File: src/rtl/avs_pkg.sv
package avs_pkg;

    // Controller states
    typedef enum logic [1:0] {
        ST_LOAD,
        ST_SORT,
        ST_EMIT
    } t_state;

    // Commands from controller to datapath
    typedef struct packed {
        logic load;     // shift the request value into the cell row
        logic restart;  // clear the step counter
        logic sort;     // one odd/even transposition round
        logic emit;     // shift the row down by one, toward the output
        logic clear;    // empty the store
    } t_cmd;

    // Status from datapath to controller
    typedef struct packed {
        logic at_last;  // step counter points at the last held value
    } t_status;

endpackage

File: src/rtl/avs_ctrl.sv
module avs_ctrl (
    input  logic             i_clk,
    input  logic             i_rst_n,
    input  logic             i_in_valid,
    input  logic             i_final_item,
    input  logic             i_out_stall,
    input  avs_pkg::t_status i_status,
    output avs_pkg::t_cmd    o_cmd,
    output logic             o_in_stall,
    output logic             o_out_valid
);
    import avs_pkg::*;

    t_state r_state;
    t_state n_state;
    logic   in_acc;
    logic   out_acc;

    // Handshakes decoded from state so the output block does not read its own outputs
    assign in_acc  = i_in_valid && (r_state == ST_LOAD);
    assign out_acc = (r_state == ST_EMIT) && !i_out_stall;

    // State register
    always_ff @(posedge i_clk) begin
        if (!i_rst_n) begin
            r_state <= ST_LOAD;
        end else begin
            r_state <= n_state;
        end
    end

    // Next state
    always_comb begin
        n_state = r_state;
        case (r_state)
            ST_LOAD: begin
                if (in_acc && i_final_item) begin
                    n_state = ST_SORT;
                end
            end
            ST_SORT: begin
                if (i_status.at_last) begin
                    n_state = ST_EMIT;
                end
            end
            ST_EMIT: begin
                if (out_acc && i_status.at_last) begin
                    n_state = ST_LOAD;
                end
            end
            default: n_state = ST_LOAD;
        endcase
    end

    // Outputs and datapath commands
    always_comb begin
        o_cmd       = '0;
        o_in_stall  = 1'b1;
        o_out_valid = 1'b0;
        case (r_state)
            ST_LOAD: begin
                o_in_stall = 1'b0;
                if (in_acc) begin
                    o_cmd.load    = 1'b1;
                    o_cmd.restart = i_final_item;
                end
            end
            ST_SORT: begin
                o_cmd.sort    = 1'b1;
                o_cmd.restart = i_status.at_last;
            end
            ST_EMIT: begin
                o_out_valid = 1'b1;
                if (out_acc) begin
                    o_cmd.emit  = 1'b1;
                    o_cmd.clear = i_status.at_last;
                end
            end
            default: begin
                o_cmd = '0;
            end
        endcase
    end

endmodule

File: config.mk
export PLATFORM = sky130hd
export DESIGN_NAME = avs_ctrl
export DESIGN_NICKNAME = d
export VERILOG_FILES = /design/src/rtl/avs_pkg.sv /design/src/rtl/avs_ctrl.sv
export SDC_FILE = /design/constraint.sdc
export NUM_CORES = 1
export LEC_CHECK = 0
export BUFFER_PORTS_ARGS = -buffer_cell sky130_fd_sc_hd__buf_4
export CORE_AREA = 2 2 39 41
export DETAILED_ROUTE_END_ITERATION = 8
export DIE_AREA = 0 0 41 43
export PLACE_DENSITY = 0.33
export SLEW_MARGIN = 30
export SYNTH_ARGS = -nofsm -noshare
export SYNTH_HDL_FRONTEND = slang
export SYNTH_SLANG_ARGS = --single-unit
File: constraint.sdc
create_clock -name i_clk -period 0.9 [get_ports i_clk]
set_input_delay 0.135 -clock i_clk [delete_from_list [all_inputs] [get_ports i_clk]]
set_output_delay 0.135 -clock i_clk [all_outputs]
set_load 0.01 [all_outputs]
==> flow_summary.toml, run 1 <==
[status]
violations = "setup timing"
status = "complete, but fails checks"

[timing]
rsz0062_at_grt = "yes"
fmax_ghz = 0.838
worst_pin_slew_ns = 0.122
setup_slack_ns = -0.293
hold_viol_final = 0
finalClockSkew_ns = 0.00234
fin_crit_sh = 1.33
setup_viol = 8
drv_slew = 0
period_needed_ns = 1.19
max_slew_margin = 0.919
whs_ns = 0.160

[power]
p_leak_nw = 0.172
power.total_mw = 0.410
p_per_area_nw_per_um2 = 1130
p_clk_frac = 0.469
internal_power_mw = 0.312
power_frac_seq = 0.241
p_comb_frac = 0.289
swShare = 0.238
ir_drop_uv = 557
switchingPower_mw = 0.0976

[yosys]
ys_warn_count = 0
syn_nets = 25
synth_seq_cells = 2
synth_top_area_frac = 0.260
synthDistinctLibCells = 13
synth_top_area_cell = "dfxtp_1"
synth.area.top_cells = "dfxtp_1 26%, nor2b_4 18%, a21boi_2 7.3%, inv_1 7.3%, o21ai_0 6.5%"
yosysSeqAreaShare = 0.260
syn_area_sq_um = 154
syn_area_per_cell_sq_um = 8.10
postSynthCellCount = 19

[clock_tree]
htree_levels = 1
cts-root-buf = "clkbuf_4"
clk_pin_slew_worst_paths_ns = 0.03
hold_buffers = 0
clock_latency_ns = 0.22
cts_buffer_depth = 2
cts_buffers = 3
cts_tree = "done"
cts_sinks = 2

[route]
antenna_left = 0
drtIter0Drc = 2
wl_per_cell_um = 8.04
wl_um = 434
vias = 193
drc_errors = 0
drtPass1Iterations = 2
via_per_inst = 3.57

[critical_path]
startpoint_type = "register"
path_buf_inv = 1
reg2reg_to = "r_state[0]"
path_delay_family = "simple AND/OR/NAND/NOR gates"
cp.required_ns = 0.76
worstSetupStartpoint = "r_state[1]"
worst_r2r_startpoint = "r_state[0]"
end_kind = "output pin"
reg2reg_depth = 4
crit_fanout = 3
crit_cells = 4
reg2reg_slack_ns = -0.01
critical_path.max_stage_delay_ns = 0.33
crit_chain = "nor2b_4 > nor2b_4 > and2_4 > buf_6"
crit_path_end = "o_cmd[0]"
arrival_ns = 1.06
setup.worst_path.class = "reg -> out"
crit_slowest_cell = "dfxtp_2"
critPathMostFrequentCell = "nor2b_4"

[final_layout]
drive_above_1_share = 0.816
final_nets = 46
antennaDiodeCount = 0
regMostFlops = "r_state"
largest_reg_flops = 2
syn_to_final_growth_pct = 136
top_regs = "r_state: 2 flops"
design_area_sq_um = 363
n_fill_cell = 161

[place]
place.gp.congestion = 0.581
dp_hpwl_um = 356
port_buffers = 12
dpl_cell_area_sq_um = 283

[floorplan]
die_area_sq_um = 1760
coreArea_sq_um = 1380
fp.dieH_um = 43
num_io_pins = 13
num_rows = 14
start_util = 0.111
die_x_um = 41

[global_routing]
grt_pass1_vias = 184
grt_overflow_total = 0
grt_use_total = 0.0691
antenna_found_initial = 0
grt_pass1_wl_um = 724
grt_max_degree = 7

[job]
drv_cap = 0

[worst_hold_path]
hold_class = "in -> reg"
layout make-up:
type	count	area [sq um]	area share
Timing Repair Buffer	16	139	0.383
Sequential cell	2	45.0	0.124
Tap cell	16	20.0	0.0552
Multi-Input combinational cell	14	125	0.345
Clock buffer	3	22.5	0.0621
Inverter	3	11.3	0.0310
worst reg2reg max path, cell delays in order, from the launching register on:
cell	delay, ns
dfxtp_4	0.35
nand3b_1	0.17
buf_4	0.15
o21ai_2	0.04
and3b_1	0.14
repair_timing:
item | 4_1_cts | 5_1_grt
pin swaps | 0 | 2
cloned | 0 | 0
endpoints found under the setup margin | 9 | 9
buffers inserted | 3 | 1
gates resized for setup | 12 | 2
metal layers:
metal,vias to the layer above,part of all wire,track usage
met3,0,0.16,0.0681
met1,79,0.46,0.0860
li1,100,-,-
met2,14,0.38,0.0625
met5,-,0,0
met4,0,0,0.0600
worst min-delay path by stage:
stage,slack (ns),from,depth (start not counted),endpoint
4_1_cts,0.15,i_rst_n,2,r_state[0]
2_1_floorplan,0.28,i_status,2,r_state[1]
6_report,0.16,i_rst_n,2,r_state[1]
3_5_place_dp,0.39,i_rst_n,2,r_state[0]
3_3_place_gp,0.39,i_rst_n,2,r_state[0]
5_1_grt,0.16,i_rst_n,2,r_state[1]
power by group through the flow:
stage	Combinational, mW	Clock [mW]	Sequential (mW)
final	0.119	0.192	0.0989
after detailed placement	0.0958	0	0.101
after CTS	0.117	0.205	0.0991
after floorplan	0.0435	0	0.100
after global placement	0.0958	0	0.101
after global routing	0.129	0.236	0.100
synthesized netlist by cell type:
library cell	count
and3b_1	1
or2_2	1
a21boi_2	1
and2_1	1
o21ai_0	2
inv_1	3
nand2_1	2
nand3b_1	1
a21oi_1	1
nor2b_4	2
nor2_1	1
and2b_2	1
dfxtp_1	2
per-stage QoR:
stage / setup WS [ns] / cells / TNS [ns] / util
floorplan: -0.0701 / 19 / -0.111 / -
global placement: -0.111 / 48 / -0.335 / 0.204
detailed placement: -0.134 / 48 / -0.410 / 0.204
CTS: -0.308 / 54 / -1.86 / 0.262
global route: -0.370 / 54 / -2.21 / 0.262
finish: -0.293 / 54 / -1.67 / 0.262
placed cells by master (no fill, tap or decap):
master,instances
nand3b_1,1
and3b_1,1
nor2b_4,2
buf_6,5
a21oi_1,1
or2_4,1
nor2_4,1
nand2_1,1
inv_1,3
and2b_2,1
nand2_2,1
dfxtp_4,1
dfxtp_2,1
and2_4,1
buf_4,11
clkbuf_4,3
a21boi_2,1
o21ai_2,2
kinds of logic after synthesis:
group / after synthesis / share of synthesized area
flops: 2 / 0.260
buf+inv: 3 / 0.0732
compound gates: 4 / 0.171
simple gates: 10 / 0.496
Power figures use the tool's default switching activity.
==> inputs of run 2 (changes only) <==
--- a/config.mk
+++ b/config.mk
@@ -6,10 +6,14 @@
 export NUM_CORES = 1
 export LEC_CHECK = 0
 export BUFFER_PORTS_ARGS = -buffer_cell sky130_fd_sc_hd__buf_4
+export CELL_PAD_IN_SITES_DETAIL_PLACEMENT = 2
+export CELL_PAD_IN_SITES_GLOBAL_PLACEMENT = 2
 export CORE_AREA = 2 2 39 41
+export CTS_CLUSTER_DIAMETER = 150
 export DETAILED_ROUTE_END_ITERATION = 8
 export DIE_AREA = 0 0 41 43
-export PLACE_DENSITY = 0.33
+export PLACE_DENSITY = 0.56
+export REMOVE_ABC_BUFFERS = 1
 export SLEW_MARGIN = 30
 export SYNTH_ARGS = -nofsm -noshare
 export SYNTH_HDL_FRONTEND = slang
==> flow_summary.toml, run 2 (synthesis gave the netlist of run 1 again) <==
[status]
status = "complete, but fails checks"
violations = "setup timing"

[place]
dp_hpwl_um = 416
port_buffers = 12
place.gp.congestion = 0.641
dpl_cell_area_sq_um = 272

[route]
via_per_inst = 3.84
drtPass1Iterations = 1
antenna_left = 0
wl_um = 677
vias = 219
wl_per_cell_um = 11.9
drc_errors = 0
drtIter0Drc = 0

[final_layout]
final_nets = 49
design_area_sq_um = 384
drive_above_1_share = 0.780
final_common_cell = "buf_4"
largest_reg_flops = 2
syn_to_final_growth_pct = 150
regMostFlops = "r_state"
final_cell_mix = "12 x buf_4, 7 x buf_6, 3 x inv_1, 3 x clkbuf_4"
top_regs = "r_state: 2 flops"
antennaDiodeCount = 0

[power]
power.total_mw = 0.421
p_clk_frac = 0.478
switchingPower_mw = 0.107
p_per_area_nw_per_um2 = 1100
internal_power_mw = 0.314
p_leak_nw = 0.188
power_frac_seq = 0.232
p_comb_frac = 0.290
ir_drop_uv = 433
swShare = 0.255

[critical_path]
startpoint_type = "register"
arrival_ns = 1.11
worstSetupStartpoint = "r_state[1]"
cp.required_ns = 0.76
worst_r2r_startpoint = "r_state[1]"
crit_fanout = 4
setup.worst_path.class = "reg -> out"
end_kind = "output pin"

[floorplan]
num_io_pins = 13
die_x_um = 41
start_util = 0.111
coreArea_sq_um = 1380
fp.dieH_um = 43
die_area_sq_um = 1760
num_rows = 14

[timing]
rsz0062_at_grt = "yes"
fmax_ghz = 0.805
max_slew_margin = 0.904
period_needed_ns = 1.24
hold_viol_final = 0
tns_ns = -2.07
setup_viol = 8
drv_slew = 0
setup_slack_ns = -0.342
fin_crit_sh = 1.38
finalClockSkew_ns = 0.00365
worst_pin_slew_ns = 0.143

[clock_tree]
hold_buffers = 0
clock_latency_ns = 0.23
cts-root-buf = "clkbuf_4"
clk_pin_slew_worst_paths_ns = 0.03
cts_buffers = 3
cts_tree = "done"
cts_buffer_depth = 2
cts_sinks = 2
htree_levels = 1

[global_routing]
antenna_found_initial = 0
grt_max_degree = 7
grt_use_total = 0.0902
grt_overflow_total = 0
grt_pass1_vias = 237
grt_pass1_wl_um = 1030

[job]
drv_cap = 0

[worst_hold_path]
hold_path_startpoint = "i_rst_n"
hold_class = "in -> reg"
==> run 2: cell types whose count changed in the layout (fill, tap and decap cells not counted), sizes merged <==
cell	previous run	this run
buf	16	19
==> run 2: path summary, 6_finish.rpt <==
check,end,slack (ns),cells after the start
worst max-delay path,o_cmd[0],-0.34,4
worst min-delay path,r_state[1],0.15,2
worst max register to register,r_state[1],-0.16,6
worst min register to register,r_state[0],0.67,3
==> run 2: per-stage QoR <==
step                      hold WS [ns]  cells  utilization  setup WS, ns
after floorplan                  0.285     19            -        -0.115
final                            0.147     57        0.278        -0.342
after CTS                        0.150     54        0.257        -0.330
after detailed placement         0.386     48        0.196        -0.156
after global routing             0.164     57        0.278        -0.388
after global placement           0.386     48        0.196        -0.121
==> run 2: power by group through the flow <==
| stage | clock network [mW] | registers [mW] | logic (mW) |
|---|---|---|---|
| after detailed placement | 0 | 0.102 | 0.0917 |
| after global placement | 0 | 0.101 | 0.0899 |
| after floorplan | 0 | 0.0997 | 0.0377 |
| after global routing | 0.212 | 0.0996 | 0.133 |
| after CTS | 0.209 | 0.0998 | 0.112 |
| final | 0.201 | 0.0977 | 0.122 |
==> run 2: cell type report <==
type,count,area (sq um)
Tap cell,16,20.0
Inverter,3,11.3
Clock buffer,3,22.5
Timing Repair Buffer,19,169
Fill cell,161,1000
Sequential cell,2,47.5
Multi-Input combinational cell,14,114
==> run 2: timing repair <==
item | in CTS | in global routing
resized for setup | 14 | 4
setup buffers | 4 | 4
endpoints found under the setup margin | 9 | 9
pin swaps | 2 | 3
==> run 2: critical path: stages (launching register included) <==
cell and delay (ns):
dfxtp_4 0.35, nor2b_4 0.14, nor2b_4 0.15, and2_4 0.14, buf_6 0.09
==> run 2: per-layer routing <==
layer / track usage / wire, um
met1: 0.0990 / 230
met2: 0.134 / 368
met3: 0.0366 / 49
met4: 0.0600 / 29
met5: 0 / 0
==> inputs of run 3 (changes only) <==
--- a/config.mk
+++ b/config.mk
@@ -12,7 +12,7 @@
 export CTS_CLUSTER_DIAMETER = 150
 export DETAILED_ROUTE_END_ITERATION = 8
 export DIE_AREA = 0 0 41 43
-export PLACE_DENSITY = 0.56
+export PLACE_DENSITY = 0.54
 export REMOVE_ABC_BUFFERS = 1
 export SLEW_MARGIN = 30
 export SYNTH_ARGS = -nofsm -noshare
==> constraint.sdc (replaced) <==
create_clock -name i_clk -period 1.6 [get_ports i_clk]
set_input_delay 0.24 -clock i_clk [delete_from_list [all_inputs] [get_ports i_clk]]
set_output_delay 0.24 -clock i_clk [all_outputs]
set_load 0.01 [all_outputs]
==> flow_summary.toml, run 3 (synthesis gave the netlist of run 1 again) <==
[route]
wl_per_cell_um = 10.5
antenna_left = 0
drtIter0Drc = 0
vias = 193
via_per_inst = 3.86
drtPass1Iterations = 1
drc_errors = 0
wl_um = 524

[place]
dp_hpwl_um = 408
place_ws_ns = 0.410
place.gp.congestion = 0.612
port_buffers = 12
dpl_cell_area_sq_um = 264

[clock_tree]
cts_tree = "done"
clk_pin_slew_worst_paths_ns = 0.03
post-cts-setup-buffers = 0
cts-root-buf = "clkbuf_4"
clock_latency_ns = 0.23
cts_buffers = 3
htree_levels = 1
cts_resized = 0
cts_sinks = 2
hold_buffers = 0
cts_buffer_depth = 2

[power]
p_leak_nw = 0.142
switchingPower_mw = 0.0581
ir_drop_uv = 251
swShare = 0.261
power_frac_seq = 0.252
power.total_mw = 0.223
p_per_area_nw_per_um2 = 778
internal_power_mw = 0.165
p_comb_frac = 0.222
p_clk_frac = 0.525

[floorplan]
num_io_pins = 13
start_util = 0.111
die_area_sq_um = 1760
fp.dieH_um = 43
num_rows = 14
coreArea_sq_um = 1380
die_x_um = 41

[global_routing]
grt_max_degree = 7
antenna_found_initial = 0
grt_pass1_vias = 200
grt_overflow_total = 0
grt_use_total = 0.0811
grt_pass1_wl_um = 814

[final_layout]
final_cell_mix = "12 x buf_4, 3 x inv_1, 3 x clkbuf_4"
final_common_cell = "buf_4"
syn_to_final_growth_pct = 86.2
largest_reg_flops = 2
design_area_sq_um = 287
final_nets = 42
antennaDiodeCount = 0
n_fill_cell = 169
drive_above_1_share = 0.588
top_regs = "r_state: 2 flops"
regMostFlops = "r_state"

[status]
status = "completed"

[critical_path]
reg2reg_depth = 3
worst_r2r_startpoint = "r_state[0]"
crit_fanout = 6
end_kind = "output pin"
setup.worst_path.class = "reg -> out"
cp.required_ns = 1.36
reg2reg_slack_ns = 0.65
arrival_ns = 1.16
reg2reg_to = "r_state[0]"
startpoint_type = "register"

[timing]
setup_slack_ns = 0.197
hold_viol_final = 0
setup_viol = 0
max_slew_margin = 0.849
finalClockSkew_ns = 0.00130
fin_crit_sh = 0.877
period_needed_ns = 1.40
tns_ns = 0
whs_ns = 0.258
rsz0062_at_grt = "no"
worst_pin_slew_ns = 0.226
drv_slew = 0
fmax_ghz = 0.713

[worst_hold_path]
hold_end = "r_state[0]"
min_path_cells = 2
hold_class = "in -> reg"
hold_path_startpoint = "i_rst_n"

[job]
drv_cap = 0
==> run 3: changes by cell type in the layout (fill, tap and decap cells not counted), moves of 2 or more <==
cell | previous run | this run
o21ai_0 | 0 | 2
dfxtp_4 | 2 | 0
buf_6 | 7 | 0
dfxtp_1 | 0 | 2
==> run 3: worst max path at each step <==
stage / depth (start not counted) / from / slack, ns / endpoint
floorplan: 3 / r_state[1] / 0.48 / o_cmd[0]
global placement: 4 / r_state[1] / 0.45 / o_cmd[0]
detailed placement: 3 / r_state[0] / 0.41 / o_cmd[4]
CTS: 3 / r_state[0] / 0.16 / o_cmd[4]
global route: 3 / r_state[0] / 0.09 / o_cmd[4]
finish: 3 / r_state[0] / 0.20 / o_cmd[4]
==> run 3: power groups by stage <==
stage / Sequential, mW / Clock [mW] / Combinational, mW
6_report: 0.0563 / 0.117 / 0.0496
5_1_grt: 0.0569 / 0.128 / 0.0555
4_1_cts: 0.0564 / 0.124 / 0.0510
3_5_place_dp: 0.0571 / 0 / 0.0508
3_3_place_gp: 0.0570 / 0 / 0.0485
2_1_floorplan: 0.0561 / 0 / 0.0212
==> run 3: worst max-delay path, cell delays in order (launching register included) <==
cell and delay, ns:
dfxtp_1 0.36, or2_2 0.33, nor2_1 0.11, buf_4 0.13
==> run 3: cell type report <==
cell class / instances / area (sq um) / share of cell area
Clock buffer: 3 / 22.5 / 0.0786
Sequential cell: 2 / 40.0 / 0.140
Inverter: 3 / 11.3 / 0.0393
Tap cell: 16 / 20.0 / 0.0699
Multi-Input combinational cell: 14 / 103 / 0.358
Timing Repair Buffer: 12 / 90.1 / 0.314
==> run 3: through the flow <==
stage,cells,util
finish,50,0.207
CTS,50,0.207
global route,50,0.207
floorplan,19,-
detailed placement,47,0.191
global placement,47,0.191
==> run 3: routing by layer <==
metal	routed length (um)	global-route usage
met1	197	0.0669
met2	247	0.113
met3	39	0.0314
met4	40	0.120
met5	0	0
